## config.mk

```make
export PLATFORM = sky130hd
export DESIGN_NAME = adc_sensor_readout_sequencer
export DESIGN_NICKNAME = d
export VERILOG_FILES = /design/src/design/adcrs_pkg.sv /design/src/design/adc_sensor_readout_sequencer.sv
export SDC_FILE = /design/constraint.sdc
export NUM_CORES = 1
export LEC_CHECK = 0
export ABC_AREA = 1
export BUFFER_PORTS_ARGS = -buffer_cell sky130_fd_sc_hd__buf_4
export CELL_PAD_IN_SITES_DETAIL_PLACEMENT = 0
export CELL_PAD_IN_SITES_GLOBAL_PLACEMENT = 1
export CORE_AREA = 2 2 178 180
export CTS_BUF_LIST = sky130_fd_sc_hd__clkbuf_8
export CTS_CLUSTER_DIAMETER = 120
export DETAILED_ROUTE_END_ITERATION = 8
export DIE_AREA = 0 0 180 182
export PLACE_DENSITY = 0.79
export SYNTH_ARGS = -nofsm -noshare
export SYNTH_HDL_FRONTEND = slang
export SYNTH_SLANG_ARGS = --single-unit
```

## constraint.sdc

```tcl
create_clock -name clock -period 4.6 [get_ports clock]
set_clock_uncertainty 0.15 [all_clocks]
set_input_delay 0.46 -clock clock [delete_from_list [all_inputs] [get_ports clock]]
set_output_delay 0.46 -clock clock [all_outputs]
set_load 0.1 [all_outputs]
```

## src/design/adcrs_pkg.sv

```systemverilog
`default_nettype none
package adcrs_pkg;

   localparam int unsigned READ_BYTES = 12;
   localparam int unsigned NUM_READINGS = 6;

   // event codes
   localparam logic [2:0] REQ_INIT     = 3'd0;
   localparam logic [2:0] REQ_TIMER    = 3'd1;
   localparam logic [2:0] REQ_ACCEL    = 3'd2;
   localparam logic [2:0] REQ_MAG      = 3'd3;
   localparam logic [2:0] REQ_BOTH     = 3'd4;
   localparam logic [2:0] REQ_SENT     = 3'd5;
   localparam logic [2:0] REQ_BYTE     = 3'd6;

   // action codes
   localparam logic [2:0] ACT_NONE     = 3'd0;
   localparam logic [2:0] ACT_SEND     = 3'd1;
   localparam logic [2:0] ACT_READ     = 3'd2;
   localparam logic [2:0] ACT_TIMER    = 3'd3;
   localparam logic [2:0] ACT_BUSY     = 3'd4;
   localparam logic [2:0] ACT_READING  = 3'd5;
   localparam logic [2:0] ACT_FAIL     = 3'd6;

   // reply modes
   localparam logic [1:0] MODE_ACCEL   = 2'd0;
   localparam logic [1:0] MODE_MAG     = 2'd1;
   localparam logic [1:0] MODE_BOTH    = 2'd2;

   // register indexes
   localparam logic [1:0] CSR_SETUP_CMD = 2'd0;
   localparam logic [1:0] CSR_SCAN_CMD  = 2'd1;
   localparam logic [1:0] CSR_RETRY     = 2'd2;

   localparam logic [15:0] RETRY_RESET = 16'd500;
   localparam logic [7:0]  ACCEL_MASK  = 8'hFC;
   localparam logic [7:0]  HIGH_MASK   = 8'h03;

   typedef struct packed {
      logic [2:0] req_type;
      logic [7:0] requester;
      logic       bus_busy;
      logic [7:0] data_byte;
      logic       data_last;
   } req_type_type;

   typedef struct packed {
      logic [2:0]  action;
      logic [7:0]  command_byte;
      logic [3:0]  read_length;
      logic [15:0] timer_ticks;
      logic [1:0]  reply_mode;
      logic [7:0]  client;
      logic [2:0]  channel_index;
      logic [9:0]  reading_value;
      logic        last_result;
   } rsp_type;

   // one item's group of results, drained one result a cycle while rsp is not stalled
   typedef struct packed {
      logic [2:0]       action;
      logic [7:0]       command_byte;
      logic [3:0]       read_length;
      logic [15:0]      timer_ticks;
      logic [1:0]       reply_mode;
      logic [7:0]       client;
      logic [2:0]       first;
      logic [2:0]       count;
      logic [5:0][9:0]  readings;
   } burst_type;

endpackage
`default_nettype wire

```

## src/design/adc_sensor_readout_sequencer.sv

```systemverilog
`default_nettype none
// Channel  Direction  Handshake             Payload
// req      in         req_valid/req_stall   adcrs_pkg::req_type_type
// rsp      out        rsp_valid/rsp_stall   adcrs_pkg::rsp_type
// csr      in         csr_wr_en             csr_index, csr_wdata (16 bits)
//
// An event is decoded into the burst register at the edge that accepts it; its
// first result loads the output register when it is empty or not stalled.
// While rsp is not stalled, events with one or no result flow at one per cycle,
// and a completed read emits up to six results, one per cycle from the burst
// register; req stays stalled until its last result moves to the output register.
// A held rsp_stall stalls req once a burst is waiting behind the output register.
// Reset (synchronous) enters the setup state with no result pending.
module adc_sensor_readout_sequencer (
   input  wire                      clock,
   input  wire                      reset,
   input  wire                      req_valid,
   output logic                     req_stall,
   input  adcrs_pkg::req_type_type  req_data,
   output logic                     rsp_valid,
   input  wire                      rsp_stall,
   output adcrs_pkg::rsp_type       rsp_data,
   input  wire                      csr_wr_en,
   input  wire  [1:0]               csr_index,
   input  wire  [15:0]              csr_wdata
);

   localparam logic [2:0] ST_SETUP  = 3'd0;
   localparam logic [2:0] ST_IDLE   = 3'd1;
   localparam logic [2:0] ST_SCAN   = 3'd2;
   localparam logic [2:0] ST_READ   = 3'd3;
   localparam logic [2:0] ST_RSETUP = 3'd4;
   localparam logic [2:0] ST_RSCAN  = 3'd5;
   localparam logic [2:0] ST_RREAD  = 3'd6;

   localparam logic [3:0] FULL_COUNT = 4'(adcrs_pkg::READ_BYTES);

   logic [7:0]  setup_cmd_ff, scan_cmd_ff;
   logic [15:0] retry_ff;

   logic [2:0]  state_ff, state_in;
   logic [1:0]  mode_ff, mode_in;
   logic [7:0]  client_ff, client_in;
   logic [3:0]  count_ff, count_in;
   logic [7:0]  buf_ff [adcrs_pkg::READ_BYTES];
   logic [7:0]  buf_in [adcrs_pkg::READ_BYTES];
   logic [5:0][9:0] rd_ff, rd_in;

   adcrs_pkg::burst_type burst_ff, burst_in;
   logic        burst_valid_ff;
   logic [2:0]  idx_ff;
   logic        has_result;

   adcrs_pkg::rsp_type rsp_ff, rsp_in;
   logic        rsp_valid_ff;

   logic        go, rsp_load, burst_end;
   logic        do_send, do_read;
   logic [7:0]  send_cmd;
   logic [2:0]  send_go, send_retry;
   logic [3:0]  count_new;
   logic [5:0][9:0] rd_new;
   logic [7:0]  lo;

   assign rsp_load  = burst_valid_ff && (!rsp_valid_ff || !rsp_stall);
   assign burst_end = idx_ff == (burst_ff.count - 3'd1);
   assign req_stall = burst_valid_ff && !(rsp_load && burst_end);
   assign go        = req_valid && !req_stall;

   always_comb begin
      state_in   = state_ff;
      mode_in    = mode_ff;
      client_in  = client_ff;
      count_in   = count_ff;
      rd_in      = rd_ff;
      buf_in     = buf_ff;
      burst_in   = '0;
      burst_in.count = 3'd1;
      has_result = 1'b0;
      do_send    = 1'b0;
      do_read    = 1'b0;
      send_cmd   = scan_cmd_ff;
      send_go    = ST_SCAN;
      send_retry = ST_RSCAN;
      count_new  = count_ff;
      rd_new     = rd_ff;
      lo         = '0;

      // buffer write with bypass so the final byte is seen by the unpack below
      if (req_data.req_type == adcrs_pkg::REQ_BYTE) begin
         if (count_ff < FULL_COUNT) begin
            buf_in[count_ff] = req_data.data_byte;
         end
         if (count_ff <= FULL_COUNT) begin
            count_new = count_ff + 4'd1;
         end
      end
      for (int i = 0; i < 6; i++) begin
         lo = buf_in[2 * i + 1];
         if (i >= 3) begin
            lo = lo & adcrs_pkg::ACCEL_MASK;
         end
         rd_new[i] = {2'(buf_in[2 * i] & adcrs_pkg::HIGH_MASK), lo};
      end

      case (req_data.req_type)
         adcrs_pkg::REQ_INIT: begin
            count_in   = '0;
            do_send    = 1'b1;
            send_cmd   = setup_cmd_ff;
            send_go    = ST_SETUP;
            send_retry = ST_RSETUP;
         end
         adcrs_pkg::REQ_TIMER: begin
            case (state_ff)
               ST_RSETUP: begin
                  do_send    = 1'b1;
                  send_cmd   = setup_cmd_ff;
                  send_go    = ST_SETUP;
                  send_retry = ST_RSETUP;
               end
               ST_RSCAN: do_send = 1'b1;
               ST_RREAD: do_read = 1'b1;
               default: ;
            endcase
         end
         adcrs_pkg::REQ_ACCEL, adcrs_pkg::REQ_MAG, adcrs_pkg::REQ_BOTH: begin
            if (state_ff != ST_IDLE) begin
               has_result          = 1'b1;
               burst_in.action     = adcrs_pkg::ACT_BUSY;
               burst_in.reply_mode = 2'(req_data.req_type - adcrs_pkg::REQ_ACCEL);
               burst_in.client     = req_data.requester;
            end else begin
               mode_in   = 2'(req_data.req_type - adcrs_pkg::REQ_ACCEL);
               client_in = req_data.requester;
               do_send   = 1'b1;
            end
         end
         adcrs_pkg::REQ_SENT: begin
            if (state_ff == ST_SETUP) begin
               state_in = ST_IDLE;
            end else if (state_ff == ST_SCAN) begin
               do_read = 1'b1;
            end
         end
         adcrs_pkg::REQ_BYTE: begin
            count_in = count_new;
            if (req_data.data_last) begin
               state_in            = ST_IDLE;
               count_in            = '0;
               has_result          = 1'b1;
               burst_in.reply_mode = mode_ff;
               burst_in.client     = client_ff;
               burst_in.readings   = rd_ff;
               if (count_new != FULL_COUNT) begin
                  if (mode_ff == adcrs_pkg::MODE_BOTH) begin
                     burst_in.action = adcrs_pkg::ACT_READING;
                     burst_in.count  = 3'd6;
                  end else begin
                     burst_in.action = adcrs_pkg::ACT_FAIL;
                  end
               end else begin
                  rd_in             = rd_new;
                  burst_in.readings = rd_new;
                  burst_in.action   = adcrs_pkg::ACT_READING;
                  case (mode_ff)
                     adcrs_pkg::MODE_ACCEL: begin
                        burst_in.first = 3'd3;
                        burst_in.count = 3'd3;
                     end
                     adcrs_pkg::MODE_MAG: burst_in.count = 3'd3;
                     default: burst_in.count = 3'd6;
                  endcase
               end
            end
         end
         default: ;
      endcase

      if (do_send) begin
         has_result = 1'b1;
         if (req_data.bus_busy) begin
            state_in             = send_retry;
            burst_in.action      = adcrs_pkg::ACT_TIMER;
            burst_in.timer_ticks = retry_ff;
         end else begin
            state_in              = send_go;
            burst_in.action       = adcrs_pkg::ACT_SEND;
            burst_in.command_byte = send_cmd;
         end
      end
      if (do_read) begin
         has_result = 1'b1;
         if (req_data.bus_busy) begin
            state_in             = ST_RREAD;
            burst_in.action      = adcrs_pkg::ACT_TIMER;
            burst_in.timer_ticks = retry_ff;
         end else begin
            state_in             = ST_READ;
            count_in             = '0;
            burst_in.action      = adcrs_pkg::ACT_READ;
            burst_in.read_length = FULL_COUNT;
         end
      end
   end

   always_comb begin
      rsp_in               = '0;
      rsp_in.action        = burst_ff.action;
      rsp_in.command_byte  = burst_ff.command_byte;
      rsp_in.read_length   = burst_ff.read_length;
      rsp_in.timer_ticks   = burst_ff.timer_ticks;
      rsp_in.reply_mode    = burst_ff.reply_mode;
      rsp_in.client        = burst_ff.client;
      rsp_in.last_result   = burst_end;
      if (burst_ff.action == adcrs_pkg::ACT_READING) begin
         rsp_in.channel_index = burst_ff.first + idx_ff;
         rsp_in.reading_value = burst_ff.readings[burst_ff.first + idx_ff];
      end
   end

   always_ff @(posedge clock) begin
      if (reset) begin
         setup_cmd_ff   <= '0;
         scan_cmd_ff    <= '0;
         retry_ff       <= adcrs_pkg::RETRY_RESET;
         state_ff       <= ST_SETUP;
         mode_ff        <= '0;
         client_ff      <= '0;
         count_ff       <= '0;
         rd_ff          <= '0;
         burst_valid_ff <= 1'b0;
         idx_ff         <= '0;
         rsp_valid_ff   <= 1'b0;
      end else begin
         if (csr_wr_en) begin
            case (csr_index)
               adcrs_pkg::CSR_SETUP_CMD: setup_cmd_ff <= csr_wdata[7:0];
               adcrs_pkg::CSR_SCAN_CMD:  scan_cmd_ff  <= csr_wdata[7:0];
               adcrs_pkg::CSR_RETRY:     retry_ff     <= csr_wdata;
               default: ;
            endcase
         end
         if (go) begin
            state_ff  <= state_in;
            mode_ff   <= mode_in;
            client_ff <= client_in;
            count_ff  <= count_in;
            rd_ff     <= rd_in;
         end
         if (go && has_result) begin
            burst_valid_ff <= 1'b1;
            idx_ff         <= '0;
         end else if (rsp_load && burst_end) begin
            burst_valid_ff <= 1'b0;
         end else if (rsp_load) begin
            idx_ff <= idx_ff + 3'd1;
         end
         if (rsp_load) begin
            rsp_valid_ff <= 1'b1;
         end else if (!rsp_stall) begin
            rsp_valid_ff <= 1'b0;
         end
      end
   end

   always_ff @(posedge clock) begin
      if (go && req_data.req_type == adcrs_pkg::REQ_BYTE) begin
         buf_ff <= buf_in;
      end
      if (go && has_result) begin
         burst_ff <= burst_in;
      end
      if (rsp_load) begin
         rsp_ff <= rsp_in;
      end
   end

   assign rsp_valid = rsp_valid_ff;
   assign rsp_data  = rsp_ff;

endmodule
`default_nettype wire

```

# Yosys cells after proc, flatten, opt, wreduce, memory -nomap -nowiden
# Cells that the tools add are included.
[totals]
inputBits = 44
out_inout_bits = 57
word_cells = 196
ff_bits = 372
[op_classes]
muxes = 66
addsub = 5
n_reduce_logical = 33
bitwise = 6
n_eq_ne = 21
n_lt_le_gt_ge = 5
[ops]
columns = ["operator", "n"]
rows = [
  ["90-bit 2-to-1 mux", 2],
  ["96-bit bitwise mux", 1],
  ["76-bit 2-to-1 mux", 1],
  ["16-bit 2-to-1 mux", 4],
  ["60-bit 2-to-1 mux", 1],
  ["3-bit 2-to-1 mux", 13],
  ["8-bit demux with 4-bit select", 1],
  ["10-bit binary-select mux with 3-bit select", 1],
  ["4-bit 2-to-1 mux", 6],
  ["8-bit 2-to-1 mux", 3],
  ["3-bit == test, second input constant", 7],
  ["10-bit 2-to-1 mux", 2],
  ["10-bit one-hot mux with 2 select lines", 1],
  ["8-bit one-hot mux with 2 select lines", 1],
  ["1-bit 2-to-1 mux", 15],
  ["4-bit inequality test, second input constant", 3],
  ["3-bit one-hot mux with 2 select lines", 2],
  ["11-bit 2-to-1 mux", 1],
  ["2-bit 2-to-1 mux", 5],
  ["2-bit AND reduction", 5],
  ["3-bit by 2-bit == test with 1-bit output, second input constant", 3],
  ["3-bit AND reduction", 3],
  ["4-bit one-hot mux with 2 select lines", 1],
  ["2-bit OR reduction", 4],
  ["30 further kinds", 50],
]

# Longest topological paths before layout
[logic_depth]
word_depth = 11
depth_mapped = 16
ltp_nobuf = 15

# Worst setup path after synthesis
# No wires, ideal clock.
[synth_timing]
path_type = "flip-flop to flip-flop"
start = "reg rsp_valid_ff (netlist: rsp_valid)"
end = "reg idx_ff[0]"
slack_ns = 0.176
setup_ns = 0.070
arrival_ns = 4.204
period_less_slack_ns = 4.424
path_stages_with_launch = 5
required_ns = 4.380
n_path_buf = 0
cell_sequence = "dfxtp_1 -> a21oi_1 -> nand2_1 -> or2_2 -> a21oi_1"
[synth_between]
elab_chain_len = 10
elab_cells_between_ends = 12
classes_between = "bitwise (1); reduce/logical (11)"
[synth_lines]
columns = ["item", "line_no", "rtl"]
rows = [
  ["from (decl)", "adc_sensor_readout_sequencer.sv:55", "logic rsp_valid_ff;"],
  ["from (signal assigned)", "adc_sensor_readout_sequencer.sv:234", "rsp_valid_ff <= 1'b0;"],
  ["from (signal assigned)", "adc_sensor_readout_sequencer.sv:260", "rsp_valid_ff <= 1'b1;"],
  ["from (signal assigned)", "adc_sensor_readout_sequencer.sv:262", "rsp_valid_ff <= 1'b0;"],
  ["1-bit logical NOT (*)", "adc_sensor_readout_sequencer.sv:65", "assign rsp_load = burst_valid_ff && (!rsp_valid_ff || !rsp_stall);"],
  ["1-bit logical OR (*)", "adc_sensor_readout_sequencer.sv:65", ""],
  ["1-bit logical AND (*)", "adc_sensor_readout_sequencer.sv:65", ""],
  ["via rsp_load", "adc_sensor_readout_sequencer.sv:57", "logic go, rsp_load, burst_end;"],
  ["1-bit logical AND", "adc_sensor_readout_sequencer.sv:67, adc_sensor_readout_sequencer.sv:254", ""],
  ["1-bit logical NOT", "adc_sensor_readout_sequencer.sv:67", "assign req_stall = burst_valid_ff && !(rsp_load && burst_end);"],
  ["1-bit logical AND", "adc_sensor_readout_sequencer.sv:67", ""],
  ["1-bit logical NOT", "adc_sensor_readout_sequencer.sv:68", "assign go = req_valid && !req_stall;"],
  ["1-bit logical AND", "adc_sensor_readout_sequencer.sv:68", ""],
  ["1-bit logical AND", "adc_sensor_readout_sequencer.sv:251", "if (go && has_result) begin"],
  ["2-bit OR reduction (no source line)", "-", ""],
  ["to (signal assigned)", "adc_sensor_readout_sequencer.sv:257", "idx_ff <= idx_ff + 3'd1;"],
  ["to (decl)", "adc_sensor_readout_sequencer.sv:51", "logic [2:0] idx_ff;"],
]
# The timed path passes the listed nets; every way through them passes the cells marked *.
# A chain may end at the register's enable or synchronous reset.

# Worst setup path in the final report
[layout_timing]
start = "reg burst_ff[60] (netlist name)"
end = "reg burst_ff[40] (netlist name) (enable)"
[layout_between]
elab_chain_len = 8
[layout_lines]
columns = ["item", "line_no", "rtl"]
rows = [
  ["from (decl)", "adc_sensor_readout_sequencer.sv:49", "adcrs_pkg::burst_type burst_ff, burst_in;"],
  ["from (signal assigned)", "adc_sensor_readout_sequencer.sv:272", "burst_ff <= burst_in;"],
  ["3-bit by 1-bit subtractor with 3-bit output", "adc_sensor_readout_sequencer.sv:66", "assign burst_end = idx_ff == (burst_ff.count - 3'd1);"],
  ["3-bit == test", "adc_sensor_readout_sequencer.sv:66", ""],
  ["1-bit logical AND", "adc_sensor_readout_sequencer.sv:67", ""],
  ["1-bit logical NOT", "adc_sensor_readout_sequencer.sv:67", ""],
  ["1-bit logical AND", "adc_sensor_readout_sequencer.sv:67", ""],
  ["1-bit logical NOT", "adc_sensor_readout_sequencer.sv:68", ""],
  ["1-bit logical AND", "adc_sensor_readout_sequencer.sv:68", ""],
  ["1-bit logical AND", "adc_sensor_readout_sequencer.sv:271", "if (go && has_result) begin"],
]
# Every way passes these cells.

==> summary.md <==
| Metric | Value |
|---|---|
| Outcome | `completed` |
| CP max stage cell | `inv_4` |
| IO Port Bufs | `98` |
| Area contributors post-synth | `edfxtp_1 43%, dfxtp_1 16%, nand2_1 11%` |
| MaxCap Viol Count | `0` |
| Global-route wire length before repair | `about 57 mm` |
| Synth async-reset ratio | `0%` |
| Reg power frac | `50.4%` |
| CTS tree | `yes` |
| Critical-path cell list | `inv_1 > ha_1 > xnor2_1 > nor2_1 > nand3_1 > nand2_1 > nand2_1 > inv_1 > o21ai_0 > inv_4 > buf_12` |
| I/O pins | `101` |
| Critical Path Max Stage Delay | `between 400 and 500 ps` |
| Pre-CTS WS | `roughly 1200 ps` |
| RSZ-0062 raised after global routing | `false` |
| Predominant post-synthesis flop cell | `edfxtp_1` |
| Slew Limit Fails | `0` |
| Switch Pwr | `around 1.8 mW` |
| Synth area leader | `edfxtp_1` |
| Distinct cells, synth | `36` |
| Yosys reg bits | `between 300 and 400` |
| Crit path time final | `around 3300 ps` |
| Post-route ant nets | `0` |
| Mapped Avg Cell Area | `between 8 and 9 um2` |
| DR iter-0 viols | `between 800 and 900` |
| Slew HR | `between 30% and 40%` |
| Starting Density | `47.0%` |
| Area Growth Syn to Fin | `15.7%` |
| GRT overflow | `0` |
| Total track usage | `between 20% and 30%` |
| Combinational share of power | `approximately an eighth` |
| Fmax | `about 300 MHz` |
| Synth cell count leaders | `434 x nand2_1, 283 x inv_1, 208 x edfxtp_1` |
| PwrDens | `roughly 380 nW/um2` |
| Total CTS buffers | `53` |
| Post-Route WL | `approximately 36 mm` |
| Crit. End Element | `flop` |
| WP data required | `4710 ps` |
| Synth warnings | `0` |
| Seq/Total Area, Yosys | `58.6%` |
| Fin. Hold Viols | `0` |
| Pint | `between 4 and 5 mW` |
| Die Height | `about 180 um` |
| DR vias | `roughly 11,000` |
| Via/cell ratio | `about 5.0` |
| Clk pin slew, worst setup/hold paths | `about 60 ps` |
| Final Cycle Share | `~72%` |
| NumNets Final | `1,857` |
| Pre-antenna DRT Iters | `5` |
| Worst Path Arrival | `3430 ps` |
| Worst vdd ir | `about 220 uV` |
| Post-synthesis instance total | `about 1,700` |
| Final Setup Violations | `0` |
| Clock sinks | `around 320` |
| HP Class | `in2reg` |
| Largest net degree at the start of global routing | `between 50 and 60` |
| Cell leakage power | `approximately 7 nW` |
| Fin Setup TNS | `0 ps` |
| Actual slew at the worst max-slew pin | `~990 ps` |
| Final Util | `a little over half` |
| RD Place Congestion | `0.765` |
| Placed Cells | `2,137` |
| Cell Area, Synth | `around 15,000 um2` |
| Switching Fraction | `roughly 28%` |
| Layout cells sized above 1 | `approximately an eighth` |
| Hpwl dp | `21.3 mm` |
| Ant. Diodes | `0` |
| Setup CP Type | `reg2reg` |
| Core ar. | `around 31,000 um2` |
| Nature of the critical path startpoint | `flop` |
| CTS Root Cell | `clkbuf_8` |
| Postcts setup bufs | `0` |
| Post-synth EDFFs | `208` |
| H-tree depth | `2` |
| Clk_lat worst skew | `around 590 ps` |
| Die span in x | `roughly 180 um` |
| Vias in the first global route | `between 10,000 and 15,000` |
| Crit Path Max Fanout | `37` |
| Antenna violations before repair | `0` |
| Die footprint | `roughly 33,000 um2` |
| Clock Power Share | `between 30% and 40%` |
| Row count | `65` |
| Yosys top cell area share | `42.9%` |
| Most frequent cell after synthesis | `nand2_1` |
| Longest Clk Path Bufs | `3` |
| Non-Filler Instances | `2,250` |
| Post-route DRC violation count | `0` |
| DR WL/cell | `15.8 um` |
| Setup WS post-layout | `1280 ps` |
-- stage by stage --
step | area (um2) | hold slack [ps] | power [mW]
floorplan | 14600 | 250 | 3.87
global placement | 15700 | 251 | 4.08
CTS | 16900 | 0.683 | 6.53
finish | 16900 | 24.1 | 6.47
global route | 16900 | 1.44 | 6.74
detailed placement | 15700 | 255 | 4.09
-- cell type report --
type | count | area [um2]
Multi-Input combinational cell | 1005 | 4600
Tap cell | 402 | 503
Clock buffer | 61 | 840
Clock inverter | 37 | 198
Fill cell | 2909 | 14100
Inverter | 287 | 1080
Sequential cell | 322 | 8530
Timing Repair Buffer | 136 | 1110
-- what timing repair did --
item                                   CTS  global route
endpoints found under the hold margin   19             0
resized for setup                        0             0
hold buffers                            15             0
-- layer usage --
metal / up-vias / part of all wire [%] / track usage [%]
met2: 306 / 47 / 36.3
met4: 0 / 1.6 / 5.63
met1: 5174 / 46 / 29.7
met3: 53 / 5.9 / 3.51
met5: - / 0 / 0
li1: 5624 / - / -
-- cells in the final DEF, fill, tap and decap left out, drive strengths merged, types with 2 or more instances in the layout --
cell type      n
nand2        435
inv          309
nor2         212
edfxtp       208
buf          121
dfxtp        114
o21ai        107
nand3         81
clkbuf        61
a21oi         58
o21bai        54
o22ai         15
dlygate4sd3   15
clkinv        14
a32o           9
o211ai         8
ha             7
xnor2          4
nand4          3
nor3           3
or2            3
conb           2
-- registers in the layout, indices dropped and copies added (netlist names), 8 cells and up --
signal and flops:
burst_ff 102, retry_ff 16, buf_ff 54, rsp_data 52, rd_ff 60, client_ff 8, scan_cmd_ff 8, setup_cmd_ff 8
-- critical path, delay by kind of cell, from the launching register on --
| family | cells | cell delay [ps] |
|---|---|---|
| AOI/OAI and AO/OA | 1 | 340 |
| adders and majority gates | 1 | 240 |
| buffers and inverters | 4 | 1140 |
| and+or+nand+nor | 4 | 570 |
| DFF | 1 | 400 |
| xor gates and xnor gates | 1 | 130 |
-- power groups by stage --
| stage | logic (mW) | clock network (mW) | registers (mW) |
|---|---|---|---|
| after global placement | 0.765 | 0 | 3.32 |
| final | 0.779 | 2.43 | 3.26 |
| after CTS | 0.783 | 2.49 | 3.26 |
| after global routing | 0.840 | 2.63 | 3.27 |
| after detailed placement | 0.770 | 0 | 3.32 |
| after floorplan | 0.326 | 0 | 3.54 |
-- kinds of logic after synthesis --
group / share of synthesized area (%)
simple gates: 20.1
buf+inv: 10.1
flops: 58.6
compound gates: 10.2
fa+ha+maj: 0.739
xor+xnor: 0.301
other cells: 0.0257
-- worst paths after layout --
path,start,to,slack [ps],cells after the start
min reg2reg,burst_ff[69],rsp_data[17],260,0
max,burst_ff[60],burst_ff[40],1280,11
min,csr_wdata[14],retry_ff[14],20,3
max reg2reg,burst_ff[60],burst_ff[40],1280,11
Power figures use the tool's default switching activity.
